<file path="src/rtl/core/bmr_pkg.sv">
// ----------------------------------------------------------------------------
// bmr_pkg: shared types and constants of the message reassembler
// Frame header constants, phase and error codes, config and result structs.
// ----------------------------------------------------------------------------
`default_nettype none

package bmr_pkg;

  localparam int unsigned MaxFrameDefault = 512;

  localparam logic [7:0] CmdKeepalive = 8'h82;
  localparam logic [7:0] CmdMessage   = 8'h83;

  localparam logic [9:0] InitHdr = 10'd3;
  localparam logic [9:0] ContHdr = 10'd1;

  localparam logic [9:0]  FragmentSizeReset   = 10'd64;
  localparam logic [15:0] BufferCapacityReset = 16'd2048;

  typedef enum logic [1:0] {
    PH_INIT = 2'b01,
    PH_CONT = 2'b10
  } phase_t;

  typedef enum logic [2:0] {
    ERR_NONE      = 3'd0,
    ERR_BAD_CMD   = 3'd1,
    ERR_SHORT     = 3'd2,
    ERR_TOO_LONG  = 3'd3,
    ERR_OVERRUN   = 3'd4,
    ERR_SEQUENCE  = 3'd5,
    ERR_FRAG_SIZE = 3'd6
  } err_t;

  typedef enum logic {
    KIND_PAYLOAD = 1'b0,
    KIND_ERROR   = 1'b1
  } kind_t;

  typedef enum logic {
    REG_FRAGMENT_SIZE   = 1'b0,
    REG_BUFFER_CAPACITY = 1'b1
  } reg_index_t;

  typedef struct packed {
    logic [9:0]  fragment_size;
    logic [15:0] buffer_capacity;
  } cfg_t;

  typedef struct packed {
    kind_t       kind;
    logic [7:0]  payload_byte;
    logic        last;
    err_t        error_code;
    logic [15:0] message_length;
  } result_t;

endpackage

`default_nettype wire

</file>
<file path="src/rtl/core/bmr_parser.sv">
// ----------------------------------------------------------------------------
// bmr_parser: frame parser and message state
// Holds the reassembly state and turns one received byte into at most one
// result per cycle.
// ----------------------------------------------------------------------------
`default_nettype none

module bmr_parser
  import bmr_pkg::*;
#(
  parameter int unsigned MAX_FRAME = MaxFrameDefault
) (
  input  wire logic       clk,
  input  wire logic       rst,
  input  wire cfg_t       cfg,
  input  wire logic       step,
  input  wire logic [7:0] rx_byte,
  input  wire logic       frame_end,
  output logic            res_valid,
  output result_t         res
);

  localparam logic [9:0] MaxFrame = 10'(MAX_FRAME);

  phase_t      phase, phase_next;
  logic [9:0]  byte_in_frame, byte_in_frame_next;
  logic [9:0]  frame_limit, frame_limit_next;
  logic [15:0] announced_length, announced_length_next;
  logic [15:0] bytes_remaining, bytes_remaining_next;
  logic [6:0]  expected_seq, expected_seq_next;
  logic        skip_frame, skip_frame_next;

  logic [9:0]  f_eff;
  logic [9:0]  init_room, init_pay, init_limit;
  logic [9:0]  cont_room, cont_pay, cont_limit;
  logic        at_limit;
  logic [15:0] rem_dec;
  logic        do_fail;
  err_t        fail_code;

  // read limits for a frame starting now
  assign f_eff      = (cfg.fragment_size < MaxFrame) ? cfg.fragment_size : MaxFrame;
  assign init_room  = f_eff - InitHdr;
  assign init_pay   = ({6'b0, init_room} > cfg.buffer_capacity) ?
                      cfg.buffer_capacity[9:0] : init_room;
  assign init_limit = init_pay + InitHdr;
  assign cont_room  = (f_eff >= ContHdr) ? (f_eff - ContHdr) : (MaxFrame - ContHdr);
  assign cont_pay   = ({6'b0, cont_room} > bytes_remaining) ?
                      bytes_remaining[9:0] : cont_room;
  assign cont_limit = cont_pay + ContHdr;

  assign at_limit = ({1'b0, byte_in_frame} + 11'd1) >= {1'b0, frame_limit};
  assign rem_dec  = bytes_remaining - 16'd1;

  always_comb begin
    phase_next            = phase;
    byte_in_frame_next    = byte_in_frame;
    frame_limit_next      = frame_limit;
    announced_length_next = announced_length;
    bytes_remaining_next  = bytes_remaining;
    expected_seq_next     = expected_seq;
    skip_frame_next       = skip_frame;
    do_fail               = 1'b0;
    fail_code             = ERR_NONE;
    res_valid             = 1'b0;
    res.kind              = KIND_PAYLOAD;
    res.payload_byte      = rx_byte;
    res.last              = 1'b0;
    res.error_code        = ERR_NONE;
    res.message_length    = announced_length;

    if (step && !skip_frame) begin
      case (phase)
        PH_INIT: begin
          if (byte_in_frame == 10'd0) begin
            announced_length_next = '0;
            if (cfg.fragment_size <= InitHdr) begin
              do_fail   = 1'b1;
              fail_code = ERR_FRAG_SIZE;
            end else if (rx_byte == CmdKeepalive) begin
              skip_frame_next = !frame_end;
            end else if (rx_byte != CmdMessage) begin
              do_fail   = 1'b1;
              fail_code = ERR_BAD_CMD;
            end else if (frame_end) begin
              do_fail   = 1'b1;
              fail_code = ERR_SHORT;
            end else begin
              frame_limit_next = init_limit;
            end
          end else if (byte_in_frame == 10'd1) begin
            if (frame_end) begin
              do_fail   = 1'b1;
              fail_code = ERR_SHORT;
            end else begin
              bytes_remaining_next = {8'd0, rx_byte};
            end
          end else if (byte_in_frame == 10'd2) begin
            if (frame_end || frame_limit <= InitHdr) begin
              do_fail   = 1'b1;
              fail_code = ERR_SHORT;
            end else begin
              announced_length_next = {bytes_remaining[7:0], rx_byte};
              if ({bytes_remaining[7:0], rx_byte} > cfg.buffer_capacity) begin
                do_fail   = 1'b1;
                fail_code = ERR_TOO_LONG;
              end else begin
                bytes_remaining_next = {bytes_remaining[7:0], rx_byte};
                expected_seq_next    = '0;
              end
            end
          end else if (bytes_remaining == '0) begin
            do_fail   = 1'b1;
            fail_code = ERR_OVERRUN;
          end else begin
            bytes_remaining_next = rem_dec;
            res_valid            = 1'b1;
            if (rem_dec == '0) begin
              res.last = frame_end || at_limit;
              if (frame_end || at_limit) skip_frame_next = !frame_end;
            end else if (frame_end || at_limit) begin
              phase_next      = PH_CONT;
              skip_frame_next = !frame_end;
            end
          end
        end
        PH_CONT: begin
          if (byte_in_frame == 10'd0) begin
            frame_limit_next = cont_limit;
            if (frame_end || cont_limit <= ContHdr) begin
              do_fail   = 1'b1;
              fail_code = ERR_SHORT;
            end else if (rx_byte != {1'b0, expected_seq}) begin
              do_fail   = 1'b1;
              fail_code = ERR_SEQUENCE;
            end else begin
              expected_seq_next = expected_seq + 7'd1;
            end
          end else if (bytes_remaining == '0) begin
            do_fail   = 1'b1;
            fail_code = ERR_OVERRUN;
          end else begin
            bytes_remaining_next = rem_dec;
            res_valid            = 1'b1;
            if (rem_dec == '0) begin
              res.last        = 1'b1;
              phase_next      = PH_INIT;
              skip_frame_next = !frame_end;
            end else if (!frame_end && at_limit) begin
              skip_frame_next = 1'b1;
            end
          end
        end
        default: begin
          phase_next = PH_INIT;
        end
      endcase

      if (do_fail) begin
        res_valid        = 1'b1;
        res.kind         = KIND_ERROR;
        res.payload_byte = '0;
        res.last         = 1'b1;
        res.error_code   = fail_code;
        phase_next       = PH_INIT;
        skip_frame_next  = !frame_end;
      end
      res.message_length = announced_length_next;
    end

    if (step) begin
      if (frame_end) begin
        byte_in_frame_next = '0;
        skip_frame_next    = 1'b0;
      end else if (!skip_frame_next) begin
        byte_in_frame_next = byte_in_frame + 10'd1;
      end else begin
        byte_in_frame_next = '0;
      end
    end
  end

  always_ff @(posedge clk) begin
    if (rst) begin
      phase            <= PH_INIT;
      byte_in_frame    <= '0;
      frame_limit      <= '0;
      announced_length <= '0;
      bytes_remaining  <= '0;
      expected_seq     <= '0;
      skip_frame       <= 1'b0;
    end else begin
      phase            <= phase_next;
      byte_in_frame    <= byte_in_frame_next;
      frame_limit      <= frame_limit_next;
      announced_length <= announced_length_next;
      bytes_remaining  <= bytes_remaining_next;
      expected_seq     <= expected_seq_next;
      skip_frame       <= skip_frame_next;
    end
  end

`ifndef SYNTHESIS
  a_frame_end_restarts: assert property (@(posedge clk) disable iff (rst)
    step && frame_end |=> byte_in_frame == '0 && !skip_frame)
    else $error("byte count not cleared after frame end");

  a_skip_at_zero: assert property (@(posedge clk) disable iff (rst)
    skip_frame |-> byte_in_frame == '0)
    else $error("byte count advanced while dropping a frame");

  a_cont_has_bytes: assert property (@(posedge clk) disable iff (rst)
    phase == PH_CONT |-> bytes_remaining != '0)
    else $error("continuation phase with nothing left of the message");
`endif

endmodule

`default_nettype wire

</file>
<file path="src/rtl/core/ble_message_reassembler_unit.sv">
// ----------------------------------------------------------------------------
// ble_message_reassembler_unit: fragmented link message reassembler
// Rebuilds one message from received link frame bytes and streams its payload.
// ----------------------------------------------------------------------------
// Usage:
//   Input channel: one received byte per item (rx_byte) with frame_end set on
//   the last byte of each link frame. Output channel: at most one item per
//   input byte, either a payload byte (last set on the final byte of the
//   message) or an error report carrying error_code; message_length gives the
//   length announced by the current init frame header.
//   Config: cfg_we writes cfg_data into register cfg_index (0 fragment_size,
//   1 buffer_capacity); write only while no item is in flight.
//   Throughput: one byte per cycle while in_stall is low; each byte only updates
//   counters and compares them against the registered frame state.
//   Path: a byte is captured in the input register, parsed from there, and its
//   result is registered into the output buffer, or into the skid register.
//   Reset: parser state returns to waiting for an init frame, registers go to
//   64 and 2048, and both the input register and output buffer are emptied.
//   Stall: the output holds steady while stalled; a second result lands in a
//   skid register, and in_stall rises only while that skid register is full
//   and a byte is waiting in the input register.
// ----------------------------------------------------------------------------
`default_nettype none

module ble_message_reassembler_unit
  import bmr_pkg::*;
#(
  parameter int unsigned MAX_FRAME = MaxFrameDefault
) (
  input  wire logic        clk,
  input  wire logic        rst,
  input  wire logic        cfg_we,
  input  wire logic [0:0]  cfg_index,
  input  wire logic [15:0] cfg_data,
  input  wire logic        in_valid,
  output logic             in_stall,
  input  wire logic [7:0]  rx_byte,
  input  wire logic        frame_end,
  output logic             out_valid,
  input  wire logic        out_stall,
  output logic             kind,
  output logic [7:0]       payload_byte,
  output logic             last,
  output logic [2:0]       error_code,
  output logic [15:0]      message_length
);

  cfg_t       cfg;
  logic       item_valid;
  logic [7:0] item_byte;
  logic       item_end;
  logic       process;
  logic       res_valid;
  result_t    res;
  result_t    head, skid;
  logic       head_valid, skid_valid;
  logic       out_fire, push;

  assign in_stall = item_valid && skid_valid;
  assign process  = item_valid && !skid_valid;
  assign out_fire = head_valid && !out_stall;
  assign push     = process && res_valid;

  always_ff @(posedge clk) begin
    if (rst) begin
      cfg.fragment_size   <= FragmentSizeReset;
      cfg.buffer_capacity <= BufferCapacityReset;
    end else if (cfg_we) begin
      case (reg_index_t'(cfg_index))
        REG_FRAGMENT_SIZE:   cfg.fragment_size   <= cfg_data[9:0];
        REG_BUFFER_CAPACITY: cfg.buffer_capacity <= cfg_data;
        default: ;
      endcase
    end
  end

  bmr_parser #(
    .MAX_FRAME (MAX_FRAME)
  ) u_parser (
    .clk       (clk),
    .rst       (rst),
    .cfg       (cfg),
    .step      (process),
    .rx_byte   (item_byte),
    .frame_end (item_end),
    .res_valid (res_valid),
    .res       (res)
  );

  always_ff @(posedge clk) begin
    if (rst) begin
      item_valid <= 1'b0;
      head_valid <= 1'b0;
      skid_valid <= 1'b0;
    end else begin
      if (!in_stall) item_valid <= in_valid;
      if (skid_valid) begin
        if (out_fire) skid_valid <= 1'b0;
      end else if (!head_valid || out_fire) begin
        head_valid <= push;
      end else if (push) begin
        skid_valid <= 1'b1;
      end
    end
  end

  always_ff @(posedge clk) begin
    if (!in_stall) begin
      item_byte <= rx_byte;
      item_end  <= frame_end;
    end
    if (skid_valid) begin
      if (out_fire) head <= skid;
    end else if (!head_valid || out_fire) begin
      if (push) head <= res;
    end else if (push) begin
      skid <= res;
    end
  end

  assign out_valid      = head_valid;
  assign kind           = head.kind;
  assign payload_byte   = head.payload_byte;
  assign last           = head.last;
  assign error_code     = head.error_code;
  assign message_length = head.message_length;

`ifndef SYNTHESIS
  a_skid_behind_head: assert property (@(posedge clk) disable iff (rst)
    skid_valid |-> head_valid)
    else $error("skid register holds an item while the output is empty");

  a_error_report_form: assert property (@(posedge clk) disable iff (rst)
    head_valid && head.kind == KIND_ERROR |->
      head.last && head.error_code != ERR_NONE && head.payload_byte == '0)
    else $error("malformed error report");

  a_push_to_skid: assert property (@(posedge clk) disable iff (rst)
    push && head_valid && !out_fire |=> skid_valid)
    else $error("result lost while the output was stalled");
`endif

endmodule

`default_nettype wire
</file>
<file path="config.mk">
export PLATFORM = sky130hd
export DESIGN_NAME = ble_message_reassembler_unit
export DESIGN_NICKNAME = d
export VERILOG_FILES = /design/src/rtl/core/bmr_pkg.sv /design/src/rtl/core/bmr_parser.sv /design/src/rtl/core/ble_message_reassembler_unit.sv
export SDC_FILE = /design/constraint.sdc
export NUM_CORES = 1
export LEC_CHECK = 0
export BUFFER_PORTS_ARGS = -buffer_cell sky130_fd_sc_hd__buf_2
export CELL_PAD_IN_SITES_DETAIL_PLACEMENT = 0
export CELL_PAD_IN_SITES_GLOBAL_PLACEMENT = 1
export CORE_MARGIN = 5
export CORE_UTILIZATION = 40
export DETAILED_ROUTE_END_ITERATION = 10
export PLACE_DENSITY_LB_ADDON = 0.1
export SETUP_SLACK_MARGIN = 0.2
export SLEW_MARGIN = 30
export SYNTH_ARGS = -nofsm -noshare
export SYNTH_HDL_FRONTEND = slang
export SYNTH_SLANG_ARGS = --single-unit
</file>
<file path="constraint.sdc">
create_clock -name clk -period 19.6 [get_ports clk]
set_input_delay 3.92 -clock clk [delete_from_list [all_inputs] [get_ports clk]]
set_output_delay 3.92 -clock clk [all_outputs]
set_load 0.01 [all_outputs]
</file>
Word level (Yosys, flattened, before mapping). Index checks and enable logic that the tools add are counted.

Add/subtract/negate cells: 8. Equality and inequality tests: 34. Multiplexer cells: 119. Bitwise operators: 3. $lt $le $gt $ge: 9. Reductions and logical operators: 30.

Operators by type and width (number): 16-bit two-way mux (13); 29-bit two-way mux (5); 10-bit two-way mux (12); 7-bit two-way mux (8); 1-bit two-way mux (48); 3-bit two-way mux (11); 10-bit by 16-bit greater-than comparator with 1-bit output (2); 16-bit zero test (2); 16-bit case mux with 2 select lines (1); 2-bit two-way mux (12); 3-bit inequality test (second input constant) (8); 2-bit inequality test (second input constant) (11); 10-bit by 1-bit adder with 10-bit output (second input constant) (2); 10-bit by 2-bit <= comparator with 1-bit output (second input constant) (2); 10-bit case mux with 2 select lines (1); 10-bit AND reduction (2); 16-bit greater-than comparator (1); 16-bit by 1-bit subtractor with 16-bit output (second input constant) (1); 7-bit case mux with 2 select lines (1); 13-bit two-way mux (1); 10-bit by 1-bit adder with 11-bit output (second input constant) (1); 11-bit by 10-bit >= comparator with 1-bit output (1); 10-bit by 2-bit adder with 10-bit output (second input constant) (1); 10-bit by 1-bit == test with 1-bit output (second input constant) (1); other kinds (28) (55).

Bits of input ports: 31. Logic and storage cells: 227. Flip-flop bits (word level): 158. Output and inout port bits: 31.

Logic depth before layout (Yosys ltp). Gate-level depths: netlist (run 1).

Depth in word-level cells: 19. Depth in mapped cells: 29. Depth with buffers taken out: 24.

Modules after synthesis. A second synthesis (run 1) with hierarchy kept.

Cells, all modules: 1174. Area, all modules: 10218.6 µm².

Modules (own cells, without submodules): bmr_parser (area each 6715.2 µm², cells an instance 941, times used 1); ble_message_reassembler_unit (area each 3503.4 µm², cells an instance 233, times used 1).

Worst setup path before layout (run 1). Ideal clock, no wire load.

Path type: reg2reg. From: reg cfg[21] (netlist name). To: reg head, in the netlist error_code[0] (enable). Stages on the path, launching flop included: 25. Required time: 19.140 ns. Slack: 11.865 ns. Data arrival time: 7.275 ns. Cell sequence: dfxtp_1 -> buf_6 -> or4_1 -> buf_2 -> o31a_1 -> or4_1 -> buf_2 -> ha_1 -> nand2_1 -> or4_1 -> nor2_1 -> a21o_1 -> buf_6 -> clkbuf_1 -> a21oi_1 -> ha_1 -> inv_1 -> nand2_1 -> o311ai_0 -> o2111ai_1 -> nor2_1 -> o22ai_2 -> o21bai_4 -> o21ai_0 -> a21boi_0.

Cells in the longest elaborated chain, start to end: 18.

Ends and longest elaborated chain: 10-bit < comparator (line bmr_parser.sv:42) `assign f_eff = (cfg.fragment_size < MaxFrame) ? cfg.fragment_size : MaxFrame;`; 10-bit two-way mux (line bmr_parser.sv:42); 10-bit by 1-bit subtractor with 10-bit output or 10-bit by 1-bit >= comparator with 1-bit output (tied branches) (line bmr_parser.sv:47) `assign cont_room = (f_eff >= ContHdr) ? (f_eff - ContHdr) : (MaxFrame - ContHdr);`; 10-bit two-way mux (line bmr_parser.sv:47); 10-bit by 16-bit greater-than comparator with 1-bit output (line bmr_parser.sv:48) `assign cont_pay = ({6'b0, cont_room} > bytes_remaining) ?`; 10-bit two-way mux (line bmr_parser.sv:48); 10-bit by 1-bit adder with 10-bit output (line bmr_parser.sv:50) `assign cont_limit = cont_pay + ContHdr;`; 10-bit by 1-bit <= comparator with 1-bit output (line bmr_parser.sv:130) `if (frame_end || cont_limit <= ContHdr) begin`; (+2 left out); 1-bit two-way mux (line bmr_parser.sv:128) `if (byte_in_frame == 10'd0) begin`; 1-bit case mux with 2 select lines * (line bmr_parser.sv:73) `case (phase)`; 1-bit two-way mux * (line bmr_parser.sv:72) `if (step && !skip_frame) begin`; 1-bit two-way mux * (line bmr_parser.sv:159) `if (do_fail) begin`; 1-bit two-way mux * (line bmr_parser.sv:72); 1-bit logical AND * (line ble_message_reassembler_unit.sv:62) `assign push = process && res_valid;`; 2-bit nonzero test (no line) *; 3-bit AND reduction (no line) *; to (signal assigned) (line ble_message_reassembler_unit.sv:113) `if (out_fire) head <= skid;`; to (signal assigned) (line ble_message_reassembler_unit.sv:115) `if (push) head <= res;`; to (decl) (line ble_message_reassembler_unit.sv:55) `result_t head, skid;`.

Every way passes the cells marked *; elsewhere a longest branch is shown, timed or not. The select of a mux whose other input is x is not followed. A chain may end at the register's enable or synchronous reset.

Worst setup path after layout (run 1).
From: reg cfg[21] (netlist name). To: reg head, in the netlist message_length[8] (enable).

Cells in the longest elaborated chain, start to end: 18.

Ends and longest elaborated chain (line): 10-bit < comparator (bmr_parser.sv:42); 10-bit two-way mux (bmr_parser.sv:42); 10-bit by 1-bit subtractor with 10-bit output or 10-bit by 1-bit >= comparator with 1-bit output (tied branches) (bmr_parser.sv:47); 10-bit two-way mux (bmr_parser.sv:47); 10-bit by 16-bit greater-than comparator with 1-bit output (bmr_parser.sv:48); 10-bit two-way mux (bmr_parser.sv:48); 10-bit by 1-bit adder with 10-bit output (bmr_parser.sv:50); 10-bit by 1-bit <= comparator with 1-bit output (bmr_parser.sv:130); (+2 left out); 1-bit two-way mux (bmr_parser.sv:128); 1-bit case mux with 2 select lines * (bmr_parser.sv:73); 1-bit two-way mux * (bmr_parser.sv:72); 1-bit two-way mux * (bmr_parser.sv:159); 1-bit two-way mux * (bmr_parser.sv:72); 1-bit logical AND * (ble_message_reassembler_unit.sv:62); 2-bit nonzero test (no line) *; 3-bit AND reduction (no line) *.

Marks and branches as above.

==> run_results.csv, run 1 <==
group,metric,value,unit
placement,portBuffers,61,
timing,setup_ws,12820,ps
floorplanning,ios,62,
detailed_routing,vias_per_cell,5.49,
setup_path,crit_buf_inv,2,
status,status,"complete, no violations",
detailed_routing,post-route-drc-count,0,
placement,dp_slack,12930,ps
synthesis,synth_cell_types,69,
synthesis,synth_common_cells,"132 x nand2_1, 91 x dfxtp_1, 82 x nor2_1",
timing,fmaxAchievable,147,MHz
detailed_routing,drt_pass1_iterations,5,
cts,clockBufferDepth,2,
placement,place_area,10300,um2
setup_path,timing.critical_path.slowest_stage_cell,"or4_1",
setup_path,crit_top_cell,"or4_1",
placement,hpwl,20700,um
synthesis,syn-instance-count,1097,
synthesis,synth_fp_nets,1189,
setup_path,path_delay_family,"compound AO/OA/AOI/OAI gates",
global_route,grt_use_total,0.202,
synthesis,synth_area,9750,um2
flow_run,cap_violations,0,
power,internal_power,573,uW
timing,skew,13.7,ps
timing,setup_viol,0,
cts,insertion_delay,440,ps
setup_path,crit_arrival,6930,ps
setup_path,critPathMaxStageDelay,730,ps
timing,min_period_over_period,0.346,
global_route,grt_pass1_vias,7694,
cts,cts_hold_buffers,0,
detailed_routing,wl,28200,um
cts,htree_num_levels,4,
cts,clkTransAtPathRegs,70,ps
cts,cts_root_buf,"clkbuf_16",
cts,cts.sink_count,158,
detailed_routing,drt_iter0_drc,541,
setup_path,end_kind,"register",
cts,cts_made_buffers,17,
power,swShare,0.309,
cts,post-cts-setup-buffers,0,
final_layout,diodes,0,
synthesis,yosysWarningCount,0,
floorplanning,die_w,166,um
timing,worstMarginPinSlew,971,ps
power,worst_ir_drop_vdd,37.5,uV
timing,hold_viol,0,
timing,tns,0,ps
synthesis,synthTopCellsByArea,"edfxtp_1 21%, dfxtp_1 19%, ha_1 7.8%",
detailed_routing,num_vias,8045,
power,clkPwrFrac,0.405,
timing,min_period,6780,ps
floorplanning,dieHeight,166,um
cts,cts.repair.resized,0,
setup_path,worstPathCellList,"or4_1 > o31a_1 > or4_1 > ha_1 > nand2_1 > or4_1 > a21o_1 > a21oi_1 > nor2_1 > a21oi_1 > ha_1 > inv_1 > nand2_1 > nor3_1 > a311o_1 > o2111ai_1 > nor2_1 > o22ai_2 > o21bai_4 > o21ai_0 > a21boi_2 > buf_4",
synthesis,syn_area_per_cell,8.88,um2
global_route,antenna_found_initial,0,
global_route,grt_overflow,0,
floorplanning,rows,57,
synthesis,yosys.area.top_type_share,0.206,
final_layout,layout-drive-gt1-share,0.128,
timing,grt_setup_unrepaired,"no",
setup_path,worst_setup_path_start_kind,"register",
setup_path,worstPathMaxFanout,29,
timing,timing.final.max_slew_violations,0,
setup_path,critical_path_required,19750,ps
power,p_seq_frac,0.432,
synthesis,synth_edf_count,67,
final_layout,layout.nets,1221,
final_layout,design_area,10900,um2
synthesis,yosys_register_bits,158,
final_layout,syn_to_final_growth,11.8,%
power,p_sw,257,uW
global_route,grt_pass1_wl,44800,um
setup_path,critPathKind,"reg2reg",
cts,cts_tree,"done",
floorplanning,initial_core_util,0.403,
synthesis,synth_most_common_cell,"nand2_1",
power,leakage,4.21,nW
floorplanning,die_area,27600,um2
synthesis,synth-seq-area-share,0.393,
detailed_routing,ant_nets,0,
synthesis,yosys.area.top_type,"edfxtp_1",
detailed_routing,wire_per_inst,19.2,um
floorplanning,core,24200,um2
global_route,grt_max_degree,43,
synthesis,synth-main-ff-cell,"dfxtp_1",
placement,place_congestion,0.900,
final_layout,fillers,2413,
power,power_frac_comb,0.163,
synthesis,synth-async-reset-ratio,0,
power,powerDensity,76.1,nW/um2
min_path,hold_class,"reg2reg",
timing,timing.slew.headroom,0.344,
-- routing by layer --
metal,vias up,global-route usage,routed length [um]
met3,24,0.0352,1140
met4,0,0.0452,398
li1,4033,-,-
met1,3800,0.281,13500
met2,188,0.330,13200
met5,-,0,0
-- logic make-up after synthesis --
kind of cell / count (synthesis) / share of synthesized area
simple gates: 406 / 0.206
mux: 39 / 0.0426
flops: 158 / 0.393
compound gates: 265 / 0.187
xor+xnor: 50 / 0.0449
fa+ha+maj: 61 / 0.0783
buf+inv: 118 / 0.0480
-- area by class of cell --
cell class | count | area [um2] | share of cell area
multi-input combinational | 821 | 5450 | 0.500
sequential | 158 | 3830 | 0.352
clock buffer | 17 | 425 | 0.0390
tap | 324 | 405 | 0.0372
timing repair buffer | 73 | 395 | 0.0363
inverter | 58 | 218 | 0.0200
clock inverter | 15 | 169 | 0.0155
-- placed cells by master (no fill, tap or decap), types with 5 or more instances in the layout --
master,instances
a22o_1,25
buf_4,12
nor3_1,21
xor2_1,18
nand2b_1,20
o21ai_0,44
ha_1,61
mux2i_1,19
and3_1,13
a21oi_1,71
mux2_2,20
inv_1,57
nor2b_1,18
nor4b_1,6
a221oi_1,7
o211ai_1,13
buf_2,61
clkbuf_16,17
nor2_1,81
or2_2,5
and2_1,31
dfxtp_1,91
nor4_1,17
inv_8,5
o21a_1,10
a31oi_1,10
a21o_1,14
o22ai_1,6
or3_1,7
edfxtp_1,67
a211oi_1,19
o31ai_1,6
nand4_1,14
or4_1,7
nand2_1,132
xnor2_1,32
nand3_1,23
-- stage by stage --
| step | power [mW] | utilization | hold WS (ps) | instances |
|---|---|---|---|---|
| floorplan | 0.463 | - | 436 | 1097 |
| global placement | 0.501 | 0.426 | 459 | 1434 |
| detailed placement | 0.500 | 0.426 | 465 | 1434 |
| CTS | 0.835 | 0.451 | 476 | 1466 |
| global route | 0.867 | 0.451 | 510 | 1466 |
| finish | 0.829 | 0.451 | 474 | 1466 |
-- state kept, by name, indices dropped and copies added (netlist names) --
signal                     flops
skid                          29
item_byte                      8
u_parser.skip_frame            1
u_parser.expected_seq          7
out_valid                      1
u_parser.announced_length     16
cfg                           26
u_parser.phase                 2
item_end                       1
last                           1
item_valid                     1
skid_valid                     1
u_parser.byte_in_frame        10
u_parser.bytes_remaining      16
payload_byte                   8
message_length                16
kind                           1
u_parser.frame_limit          10
error_code                     3
-- power groups by stage --
stage | Sequential [mW] | Clock (mW) | Combinational [mW]
2_1_floorplan | 0.363 | 0 | 0.101
3_3_place_gp | 0.366 | 0 | 0.135
3_5_place_dp | 0.366 | 0 | 0.134
4_1_cts | 0.359 | 0.342 | 0.135
5_1_grt | 0.359 | 0.358 | 0.150
6_report | 0.358 | 0.335 | 0.135
-- worst paths after layout --
check	startpoint	end	slack (ps)	cells past startpoint
max reg2reg	cfg[21]	message_length[8]	12820	22
min	u_parser.frame_limit[0]	u_parser.frame_limit[0]	470	2
min reg2reg	u_parser.frame_limit[0]	u_parser.frame_limit[0]	470	2
max	cfg[21]	message_length[8]	12820	22
-- worst min-delay path, stage by stage, from the launching register on --
cell     delay [ps]
dfxtp_1         320
nand2_1          50
a21oi_1          50
Power figures use the tool's default switching activity.
==> inputs of run 2 (changes only) <==
==> constraint.sdc (replaced) <==
create_clock -name clk -period 6.45 [get_ports clk]
set_input_delay 1.29 -clock clk [delete_from_list [all_inputs] [get_ports clk]]
set_output_delay 1.29 -clock clk [all_outputs]
set_load 0.01 [all_outputs]
==> run_results.csv, run 2 (synthesis results as in run 1) <==
group,metric,value,unit
status,status,"complete, no violations",
timing,tns,0,ps
global_route,grt_pass1_vias,7934,
cts,cts_root_buf,"clkbuf_16",
placement,portBuffers,61,
global_route,grt_use_total,0.203,
placement,hpwl,21000,um
timing,min_period_over_period,0.886,
floorplanning,ios,62,
timing,timing.final.max_slew_violations,0,
floorplanning,initial_core_util,0.403,
global_route,grt_max_degree,43,
setup_path,critPathKind,"reg2reg",
cts,clockBufferDepth,2,
power,leakage,4.37,nW
timing,hold_viol,0,
global_route,grt_overflow,0,
final_layout,layout.nets,1246,
detailed_routing,vias_per_cell,5.62,
global_route,grt_use_met1,0.270,
setup_path,critical_path_required,6580,ps
detailed_routing,drt_iter0_drc,644,
cts,cts.sink_count,158,
floorplanning,die_area,27600,um2
cts,htree_num_levels,4,
placement,dp_slack,156,ps
timing,fmaxAchievable,175,MHz
timing,setup_viol,0,
final_layout,fillers,2347,
detailed_routing,ant_nets,0,
timing,skew,15.8,ps
floorplanning,core,24200,um2
timing,grt_setup_unrepaired,"no",
min_path,hold_class,"reg2reg",
setup_path,timing.critical_path.slowest_stage_cell,"or4_4",
setup_path,path_delay_family,"simple AND/OR/NAND/NOR gates",
global_route,grt_util_met2,0.340,
final_layout,diodes,0,
detailed_routing,wl,28600,um
global_route,busiest_layer,"met2",
placement,place_congestion,0.861,
floorplanning,dieHeight,166,um
global_route,grt_pass1_wl,44800,um
setup_path,worst_setup_path_start_kind,"register",
detailed_routing,num_vias,8386,
setup_path,crit_buf_inv,3,
final_layout,layout-drive-gt1-share,0.150,
detailed_routing,wire_per_inst,19.2,um
final_layout,mostFrequentLayoutCells,"132 x nand2_1, 91 x dfxtp_1, 80 x nor2_1",
final_layout,syn_to_final_growth,14.9,%
cts,cts_made_buffers,17,
power,powerDensity,231,nW/um2
timing,min_period,5710,ps
timing,timing.slew.headroom,0.394,
power,worst_ir_drop_vdd,167,uV
floorplanning,die_w,166,um
setup_path,worstPathMaxFanout,15,
final_layout,largest_reg_flops,29,
setup_path,end_kind,"register",
setup_path,worstPathCellList,"or4_1 > o31a_1 > or4_4 > ha_1 > nand2_1 > or4_1 > a21o_1 > a21o_1 > nor2_1 > a21oi_1 > ha_2 > inv_1 > nand2_1 > o311ai_0 > o2111ai_1 > nor2_1 > o22ai_2 > o21bai_4 > o21ai_0 > buf_4 > a21boi_4 > buf_12",
timing,worstMarginPinSlew,902,ps
global_route,antenna_found_initial,0,
cts,cts_hold_buffers,0,
setup_path,critPathMaxStageDelay,530,ps
cts,clkTransAtPathRegs,80,ps
flow_run,cap_violations,0,
final_layout,largest-register,"skid",
final_layout,final_common_cell,"nand2_1",
detailed_routing,drt_pass1_iterations,5,
timing,setup_ws,736,ps
detailed_routing,post-route-drc-count,0,
setup_path,crit_arrival,5850,ps
power,finalPower,2.58,mW
global_route,use_met3,0.0328,
cts,insertion_delay,430,ps
final_layout,reg_top3,"skid (29), cfg (26)",
floorplanning,rows,57,
cts,cts_tree,"done",
==> run 2: repair_timing <==
action,in CTS,in global routing
setup buffers,0,5
pin swaps,1,4
gates resized for setup,1,6
gates cloned,1,1
setup endpoints to repair,29,83
==> run 2: power by group <==
| part | total, mW | internal, mW | switching, mW |
|---|---|---|---|
| clock | 1.05 | 0.562 | 0.492 |
| combinational | 0.444 | 0.178 | 0.267 |
| sequential | 1.09 | 1.06 | 0.0227 |
| total | 2.58 | 1.80 | 0.781 |
==> run 2: worst paths after layout <==
kind	start	to	slack [ps]	cells after the start
worst max-delay path	cfg[19]	message_length[15]	740	22
worst min-delay path	u_parser.frame_limit[0]	u_parser.frame_limit[0]	460	2
worst max register to register	cfg[19]	message_length[15]	740	22
worst min register to register	u_parser.frame_limit[0]	u_parser.frame_limit[0]	460	2
==> run 2: routing by layer <==
| metal | part of all wire | wire (um) | vias to the layer above |
|---|---|---|---|
| li1 | - | - | 4081 |
| met1 | 0.46 | 13100 | 4018 |
| met2 | 0.46 | 13300 | 239 |
| met3 | 0.045 | 1300 | 48 |
| met4 | 0.031 | 892 | 0 |
| met5 | 0 | 0 | - |
==> run 2: through the flow <==
step / area (um2) / std cells / utilization / hold slack [ps]
floorplan: 9760 / 1097 / - / 436
finish: 11200 / 1491 / 0.463 / 465
detailed placement: 10400 / 1452 / 0.432 / 462
global route: 11200 / 1491 / 0.463 / 488
global placement: 10400 / 1451 / 0.432 / 459
CTS: 11100 / 1485 / 0.458 / 474
==> run 2: worst reg2reg max path, cell delays in order (launching register included) <==
cell and delay [ps]:
dfxtp_1 390, or4_1 520, o31a_1 250, or4_4 530, ha_1 320, nand2_1 80, or4_1 510, a21o_1 220
a21o_1 280, nor2_1 120, a21oi_1 80, ha_2 250, inv_1 110, nand2_1 70, o311ai_0 290, o2111ai_1 200
nor2_1 150, o22ai_2 140, o21bai_4 220, o21ai_0 120, buf_4 220, a21boi_4 160, buf_12 170
==> run 2: layout make-up <==
| type | count | area (um2) | share of cell area |
|---|---|---|---|
| Clock buffer | 17 | 425 | 0.0380 |
| Clock inverter | 15 | 189 | 0.0169 |
| Inverter | 58 | 218 | 0.0194 |
| Multi-Input combinational cell | 823 | 5510 | 0.492 |
| Sequential cell | 158 | 3830 | 0.342 |
| Tap cell | 324 | 405 | 0.0362 |
| Timing Repair Buffer | 96 | 616 | 0.0550 |
